### src/sv/tct_pkg.sv
// Shared types and constants of the TCP connection tracker.
`default_nettype none

package tct_pkg;

  // Number of tracked (ip, port) pairs; valid from 2 to 256
  localparam int TABLE_DEPTH = 16;

  localparam int IP_W    = 32;
  localparam int PORT_W  = 16;
  localparam int CLASS_W = 2;

  // Packet classification codes
  typedef enum logic [CLASS_W-1:0] {
    CLASS_CONNECT     = 2'd0,
    CLASS_DISCONNECT  = 2'd1,
    CLASS_ESTABLISHED = 2'd2
  } pkt_class_t;

  // One packet header as held in the input register
  typedef struct packed {
    logic [IP_W-1:0]   source_ip;
    logic [PORT_W-1:0] source_port;
    logic [IP_W-1:0]   dest_ip;
    logic [PORT_W-1:0] dest_port;
    logic              flag_syn;
    logic              flag_ack;
    logic              flag_rst;
  } pkt_t;

endpackage

`default_nettype wire

### src/sv/tct_pkt_if.sv
// Packet channel interface: one TCP header per transaction.
`default_nettype none

interface tct_pkt_if;
  import tct_pkg::*;

  logic              valid;
  logic              ready;
  logic [IP_W-1:0]   source_ip;
  logic [PORT_W-1:0] source_port;
  logic [IP_W-1:0]   dest_ip;
  logic [PORT_W-1:0] dest_port;
  logic              flag_syn;
  logic              flag_ack;
  logic              flag_rst;

  modport source (
    output valid, source_ip, source_port, dest_ip, dest_port,
           flag_syn, flag_ack, flag_rst,
    input  ready
  );

  modport sink (
    input  valid, source_ip, source_port, dest_ip, dest_port,
           flag_syn, flag_ack, flag_rst,
    output ready
  );
endinterface

`default_nettype wire

### src/sv/tct_res_if.sv
// Result channel interface: one classification verdict per transaction.
`default_nettype none

interface tct_res_if;
  import tct_pkg::*;

  logic       valid;
  logic       ready;
  logic       redirected;
  pkt_class_t packet_class;
  logic       table_full;

  modport source (
    output valid, redirected, packet_class, table_full,
    input  ready
  );

  modport sink (
    input  valid, redirected, packet_class, table_full,
    output ready
  );
endinterface

`default_nettype wire

### src/sv/tcp_connection_tracker_core.sv
// Top level of the TCP connection tracker: classifier plus (ip, port) table.
//
// in_chan carries one TCP header per transaction (addresses, ports and the
// SYN, ACK and RST flags). out_chan returns exactly one verdict for each:
// redirected, packet_class (connect, disconnect, established) and table_full.
// A connect stores its source pair in the lowest free slot unless already
// tracked; other packets look up the source pair, then the destination pair,
// and a disconnect frees the slot that hit.
// A header accepted into the input register has its result registered and
// offered on out_chan once it moves on. Throughput: one header per cycle while
// out_chan is not stalled, set by the single processing stage that compares the
// held header against every slot in parallel and updates the table at the same
// edge, so each header sees the table exactly as the previous one left it.
// Reset (rst_n low, synchronous) empties both stages and marks every slot
// free; it needs no clearing pass.
// When out_chan stalls, the pending result holds; one more header is taken
// into the input register, after which in_chan.ready drops until the result
// is taken.
`default_nettype none

module tcp_connection_tracker_core (
  input  logic     clk,
  input  logic     rst_n,
  tct_pkt_if.sink  in_chan,
  tct_res_if.source out_chan
);
  import tct_pkg::*;

  // Input register
  logic s1_vld_r;
  pkt_t s1_r;

  // Result register
  logic       out_vld_r;
  logic       redir_r;
  pkt_class_t cls_r;
  logic       full_r;

  // Connection table
  logic [TABLE_DEPTH-1:0] slot_valid_r;
  logic [TABLE_DEPTH-1:0] slot_valid_nxt;
  logic [IP_W-1:0]        slot_ip_r   [TABLE_DEPTH];
  logic [PORT_W-1:0]      slot_port_r [TABLE_DEPTH];

  logic                   adv;
  pkt_class_t             cls;
  logic [TABLE_DEPTH-1:0] src_match;
  logic [TABLE_DEPTH-1:0] dst_match;
  logic                   src_hit;
  logic                   dst_hit;
  logic [TABLE_DEPTH-1:0] free_vec;
  logic [TABLE_DEPTH-1:0] free_pick;
  logic                   any_free;
  logic [TABLE_DEPTH-1:0] set_vec;
  logic [TABLE_DEPTH-1:0] clr_vec;
  logic                   redir;
  logic                   full;

  // Handshake: the held header moves on when the result register is free
  assign adv           = s1_vld_r && (!out_vld_r || out_chan.ready);
  assign in_chan.ready = !s1_vld_r || adv;

  assign out_chan.valid        = out_vld_r;
  assign out_chan.redirected   = redir_r;
  assign out_chan.packet_class = cls_r;
  assign out_chan.table_full   = full_r;

  // Classify: SYN without ACK wins over RST
  always_comb begin
    priority if (s1_r.flag_syn && !s1_r.flag_ack) begin
      cls = CLASS_CONNECT;
    end else if (s1_r.flag_rst) begin
      cls = CLASS_DISCONNECT;
    end else begin
      cls = CLASS_ESTABLISHED;
    end
  end

  // Parallel match of both pairs against every valid slot
  always_comb begin
    for (int i = 0; i < TABLE_DEPTH; i++) begin
      src_match[i] = slot_valid_r[i] && (slot_ip_r[i] == s1_r.source_ip)
                     && (slot_port_r[i] == s1_r.source_port);
      dst_match[i] = slot_valid_r[i] && (slot_ip_r[i] == s1_r.dest_ip)
                     && (slot_port_r[i] == s1_r.dest_port);
    end
  end

  assign src_hit = |src_match;
  assign dst_hit = |dst_match;

  // Lowest free slot as a one-hot vector (isolate lowest set bit)
  assign free_vec  = ~slot_valid_r;
  assign free_pick = free_vec & ((~free_vec) + {{(TABLE_DEPTH-1){1'b0}}, 1'b1});
  assign any_free  = |free_vec;

  // Table update and verdict
  always_comb begin
    set_vec = '0;
    clr_vec = '0;
    redir   = 1'b0;
    full    = 1'b0;
    unique case (cls)
      CLASS_CONNECT: begin
        redir = 1'b1;
        if (!src_hit) begin
          if (any_free) begin
            set_vec = free_pick;
          end else begin
            full = 1'b1;
          end
        end
      end
      CLASS_DISCONNECT: begin
        redir   = src_hit || dst_hit;
        // a pair is stored at most once, so the match vector has at most one bit set
        clr_vec = src_hit ? src_match : dst_match;
      end
      default: begin
        redir = src_hit || dst_hit;
      end
    endcase
  end

  assign slot_valid_nxt = (slot_valid_r & ~clr_vec) | set_vec;

  // Control state
  always_ff @(posedge clk) begin
    if (!rst_n) begin
      s1_vld_r     <= 1'b0;
      out_vld_r    <= 1'b0;
      slot_valid_r <= '0;
    end else begin
      if (in_chan.ready) begin
        s1_vld_r <= in_chan.valid;
      end
      if (adv) begin
        slot_valid_r <= slot_valid_nxt;
        out_vld_r    <= 1'b1;
      end else if (out_chan.ready) begin
        out_vld_r <= 1'b0;
      end
    end
  end

  // Payload: header capture, result capture, slot writes
  always_ff @(posedge clk) begin
    if (in_chan.valid && in_chan.ready) begin
      s1_r.source_ip   <= in_chan.source_ip;
      s1_r.source_port <= in_chan.source_port;
      s1_r.dest_ip     <= in_chan.dest_ip;
      s1_r.dest_port   <= in_chan.dest_port;
      s1_r.flag_syn    <= in_chan.flag_syn;
      s1_r.flag_ack    <= in_chan.flag_ack;
      s1_r.flag_rst    <= in_chan.flag_rst;
    end
    if (adv) begin
      redir_r <= redir;
      cls_r   <= cls;
      full_r  <= full;
    end
    for (int i = 0; i < TABLE_DEPTH; i++) begin
      if (adv && set_vec[i]) begin
        slot_ip_r[i]   <= s1_r.source_ip;
        slot_port_r[i] <= s1_r.source_port;
      end
    end
  end

endmodule

`default_nettype wire

### src/flat_wrapper.sv
// flat-port wrapper written by rule: the top's interface ports become plain ports
module tcp_connection_tracker_core_flat import tct_pkg::*;
  (clk, rst_n, in_chan_valid, in_chan_source_ip, in_chan_source_port, in_chan_dest_ip, in_chan_dest_port, in_chan_flag_syn, in_chan_flag_ack, in_chan_flag_rst, in_chan_ready, out_chan_valid, out_chan_redirected, out_chan_packet_class, out_chan_table_full, out_chan_ready);
  tct_pkt_if in_chan_i ();
  tct_res_if out_chan_i ();
  input  logic clk;
  input  logic rst_n;
  input wire logic [$bits(in_chan_i.valid)-1:0] in_chan_valid;
  input wire logic [$bits(in_chan_i.source_ip)-1:0] in_chan_source_ip;
  input wire logic [$bits(in_chan_i.source_port)-1:0] in_chan_source_port;
  input wire logic [$bits(in_chan_i.dest_ip)-1:0] in_chan_dest_ip;
  input wire logic [$bits(in_chan_i.dest_port)-1:0] in_chan_dest_port;
  input wire logic [$bits(in_chan_i.flag_syn)-1:0] in_chan_flag_syn;
  input wire logic [$bits(in_chan_i.flag_ack)-1:0] in_chan_flag_ack;
  input wire logic [$bits(in_chan_i.flag_rst)-1:0] in_chan_flag_rst;
  output wire logic [$bits(in_chan_i.ready)-1:0] in_chan_ready;
  output wire logic [$bits(out_chan_i.valid)-1:0] out_chan_valid;
  output wire logic [$bits(out_chan_i.redirected)-1:0] out_chan_redirected;
  output wire logic [$bits(out_chan_i.packet_class)-1:0] out_chan_packet_class;
  output wire logic [$bits(out_chan_i.table_full)-1:0] out_chan_table_full;
  input wire logic [$bits(out_chan_i.ready)-1:0] out_chan_ready;
  assign in_chan_i.valid = in_chan_valid;
  assign in_chan_i.source_ip = in_chan_source_ip;
  assign in_chan_i.source_port = in_chan_source_port;
  assign in_chan_i.dest_ip = in_chan_dest_ip;
  assign in_chan_i.dest_port = in_chan_dest_port;
  assign in_chan_i.flag_syn = in_chan_flag_syn;
  assign in_chan_i.flag_ack = in_chan_flag_ack;
  assign in_chan_i.flag_rst = in_chan_flag_rst;
  assign in_chan_ready = in_chan_i.ready;
  assign out_chan_valid = out_chan_i.valid;
  assign out_chan_redirected = out_chan_i.redirected;
  assign out_chan_packet_class = out_chan_i.packet_class;
  assign out_chan_table_full = out_chan_i.table_full;
  assign out_chan_i.ready = out_chan_ready;
  tcp_connection_tracker_core u_core (.clk(clk), .rst_n(rst_n), .in_chan(in_chan_i), .out_chan(out_chan_i));
endmodule
### config.mk
export PLATFORM = sky130hd
export DESIGN_NAME = tcp_connection_tracker_core_flat
export DESIGN_NICKNAME = d
export VERILOG_FILES = /design/src/sv/tct_pkg.sv /design/src/sv/tct_pkt_if.sv /design/src/sv/tct_res_if.sv /design/src/sv/tcp_connection_tracker_core.sv /design/src/flat_wrapper.sv
export SDC_FILE = /design/constraint.sdc
export NUM_CORES = 2
export LEC_CHECK = 0
export BUFFER_PORTS_ARGS = -buffer_cell sky130_fd_sc_hd__buf_2
export CORE_UTILIZATION = 50
export CTS_CLUSTER_DIAMETER = 50
export DETAILED_ROUTE_END_ITERATION = 7
export PLACE_DENSITY = 0.66
export SKIP_LAST_GASP = 1
export SLEW_MARGIN = 20
export SYNTH_ARGS = -nofsm -noshare
export SYNTH_HDL_FRONTEND = slang
export SYNTH_SLANG_ARGS = --single-unit
### constraint.sdc
create_clock -name clk -period 13.1 [get_ports clk]
set_input_delay 2.62 -clock clk [delete_from_list [all_inputs] [get_ports clk]]
set_output_delay 2.62 -clock clk [all_outputs]
set_load 0.05 [all_outputs]
==> metrics.md <==
| Metric | Value |
|---|---|
| Io pins | `between 100 and 150` |
| Library cells used by synthesis | `56` |
| Slew Viols, Final | `0` |
| Sequential fraction of the synthesis area | `~58%` |
| Drt drc | `0` |
| Routed vias/inst | `6.64` |
| Layout Utilization | `56.1%` |
| Sequential power share | `47.7%` |
| Post-Syn Instances | `3394` |
| Synthesized area per cell | `13.5 sq um` |
| Gr usage total | `between 30 and 40%` |
| Clock skew | `0.0262 ns` |
| Final setup fails | `0` |
| Gp weighted congestion | `0.966` |
| Fmax | `170 MHz` |
| First-pass GRT wire length | `241 mm` |
| Resized cells post-CTS | `0` |
| Worst Path Required | `10.48 ns` |
| Largest net degree at the start of global routing | `75` |
| Fraction of power spent switching nets | `25.6%` |
| Total setup buffers inserted after CTS | `0` |
| Die height | `roughly 300 um` |
| Antenna violations before repair | `9` |
| Critical path peak fanout | `4` |
| WHS | `0.528 ns` |
| Final nets | `3630` |
| Setup crit end kind | `output port` |
| 1st-iter DRT viols | `5485` |
| # clock sinks | `889` |
| Die Footprint | `0.0927 sq mm` |
| Clock slew at reported path FFs | `0.06 ns` |
| Crit path kind | `in2out` |
| Initial core utilization | `50.7%` |
| MaxCap Viol Count | `0` |
| H-Tree Depth | `3` |
| PnR worst setup slack | `7.21 ns` |
| Clk buf depth | `3` |
| Maximum vdd ir drop | `0.000121 V` |
| Post-synth EDFFs | `around 870` |
| Startpoint Class | `primary input` |
| Clk pwr share | `42.6%` |
| Rel. slew slack | `15.0%` |
| Finished Layout Cells | `4787` |
| Clock root buffer | `clkbuf_16` |
| Congestion Overflow GR | `0` |
| Routed len/inst | `36.9 um` |
| Gate power share | `9.8%` |
| Final WL | `176 mm` |
| Yosys warns | `0` |
| Vias in the first global route | `between 30k and 40k` |
| Lkg Pwr | `16.7 nW` |
| Layout cells sized above 1 | `11.4%` |
| Post-synth ARST share | `0%` |
| Reported net switching power | `1.70 mW` |
| Critical path arrival | `3.27 ns` |
| Pre-CTS WS | `7.23 ns` |
| RSZ-0062 raised after global routing | `no` |
| Highest-count cells in the layout ignoring fill and taps | `xor2_1 (876), edfxtp_1 (871), xnor2_1 (557)` |
| CTS Buf Count | `103` |
| Mapped Area | `roughly 0.046 sq mm` |
| Clk Latency, worst-skew pair | `0.69 ns` |
| Commonest non-fill, non-tap cell in the layout | `xor2_1` |
| Least-Margin Pin Slew | `1.27 ns` |
| Worst Hold Class | `reg2reg` |
| Most used flip-flop cell after synthesis | `edfxtp_1` |
| Post-route minimum period | `5.89 ns` |
| Clock tree from TritonCTS | `yes` |
| Placed insts | `4598` |
| Row count | `110` |
| Final HPWL DP | `~94 mm` |
| Vias | `31.8k` |
| Setup tns final | `0 ns` |
| Final hold violations | `0` |
| Pwr/cell area | `about 130 mW/mm^2` |
| Mapped Nets | `3497` |
| Final period utilization | `45.0%` |
| DRT antenna net count | `0` |
| Core ar. | `0.0903 sq mm` |
| Die width | `304 um` |
| Syn-to-layout area delta | `10.8%` |
| Fillers | `7219` |
| Cell-internal power | `4.93 mW` |
| 1st-pass router iterations | `7` |
| Run status | `finished clean` |
| Hold_buf cts | `0` |
| Synth Register Bits | `889` |
| PortBufs | `108` |
-- synth_stat cells (all sizes together) (3+ instances only) --
master	n	share of area [%]
clkbuf	55	0.45
nand2b	16	0.22
and3	4	0.055
o21a	4	0.066
buf	147	2.5
a2111o	5	0.12
a222oi	6	0.13
inv	80	0.66
nand3	44	0.48
and2	3	0.041
nor2b	20	0.27
a41o	3	0.066
o2111ai	10	0.19
a21oi	4	0.044
a221o	3	0.066
a31o	5	0.096
or4	13	0.21
a22o	8	0.15
a2111oi	11	0.22
o22ai	24	0.33
edfxtp	871	57
xor2	876	17
o2bb2ai	12	0.23
nand2	23	0.19
nand4	182	2.5
o211ai	8	0.13
dfxtp	18	0.79
o21ai	14	0.15
nor4	254	3.5
a31oi	13	0.18
nor3	47	0.51
xnor2	557	11
a221oi	4	0.077
nor2	23	0.20
o221ai	8	0.15
-- power groups by stage --
| stage | Clock (mW) | Sequential (mW) | Combinational, mW |
|---|---|---|---|
| 6_report | 2.82 | 3.16 | 0.647 |
| 5_1_grt | 2.94 | 3.16 | 0.642 |
| 4_1_cts | 2.83 | 3.16 | 0.616 |
| 3_5_place_dp | 0 | 3.22 | 0.613 |
| 3_3_place_gp | 0 | 3.22 | 0.609 |
| 2_1_floorplan | 0 | 3.24 | 0.329 |
-- registers in the layout (all words and copies together), names as in the netlist --
| register | cells |
|---|---|
| u_core.slot_ip_r | 512 |
| u_core.slot_valid_r | 16 |
| u_core.out_chan.valid | 1 |
| u_core.s1_r | 99 |
| u_core.slot_port_r | 256 |
| u_core.out_chan.table_full | 1 |
| u_core.out_chan.redirected | 1 |
| u_core.out_chan.packet_class | 2 |
| u_core.s1_vld_r | 1 |
-- cell families after synthesis --
logic type	after synthesis	synth area share (%)
AO/OA/AOI/OAI	150	2.55
XOR/XNOR	1433	27.4
buffers and inverters	283	3.65
flip-flops	889	58.0
AND/OR/NAND/NOR	639	8.38
-- stage by stage --
| stage | area, sq um | power [mW] |
|---|---|---|
| after global routing | 50700 | 6.74 |
| final | 50700 | 6.63 |
| after CTS | 50700 | 6.60 |
| after floorplan | 45700 | 3.57 |
| after global placement | 47400 | 3.83 |
| after detailed placement | 47400 | 3.83 |
-- layer usage --
layer	routed length [um]	GRT usage, %	vias up
li1	-	-	12500
met1	63900	50.5	15900
met2	74100	54.8	2717
met3	25400	9.29	641
met4	13100	22.5	4
met5	27	0	-
-- final timing paths --
kind / endpoint / from / cells after the start / slack (ns)
setup reg to reg: u_core.slot_ip_r[1][15] / u_core.s1_r[65] / 10 / 8.42
hold reg to reg: u_core.out_chan.valid / u_core.s1_vld_r / 2 / 0.53
hold / removal: u_core.out_chan.valid / u_core.s1_vld_r / 2 / 0.53
setup / recovery: in_chan_ready / out_chan_ready / 4 / 7.21
-- critical path: stages --
cell     delay [ns]
buf_2          0.10
nor2b_1        0.23
nand2_1        0.10
buf_2          0.22
-- area by class of cell --
type / count / area [sq um] / share of cell area, %
Antenna cell: 2 / 5.00 / 0.00987
Multi-Input combinational cell: 2222 / 17600 / 34.8
Tap cell: 1176 / 1470 / 2.90
Clock buffer: 124 / 2700 / 5.32
Inverter: 81 / 304 / 0.600
Clock inverter: 63 / 592 / 1.17
Sequential cell: 889 / 26500 / 52.3
Timing Repair Buffer: 230 / 1460 / 2.87
No activity file was read; power rests on OpenSTA's default activity.
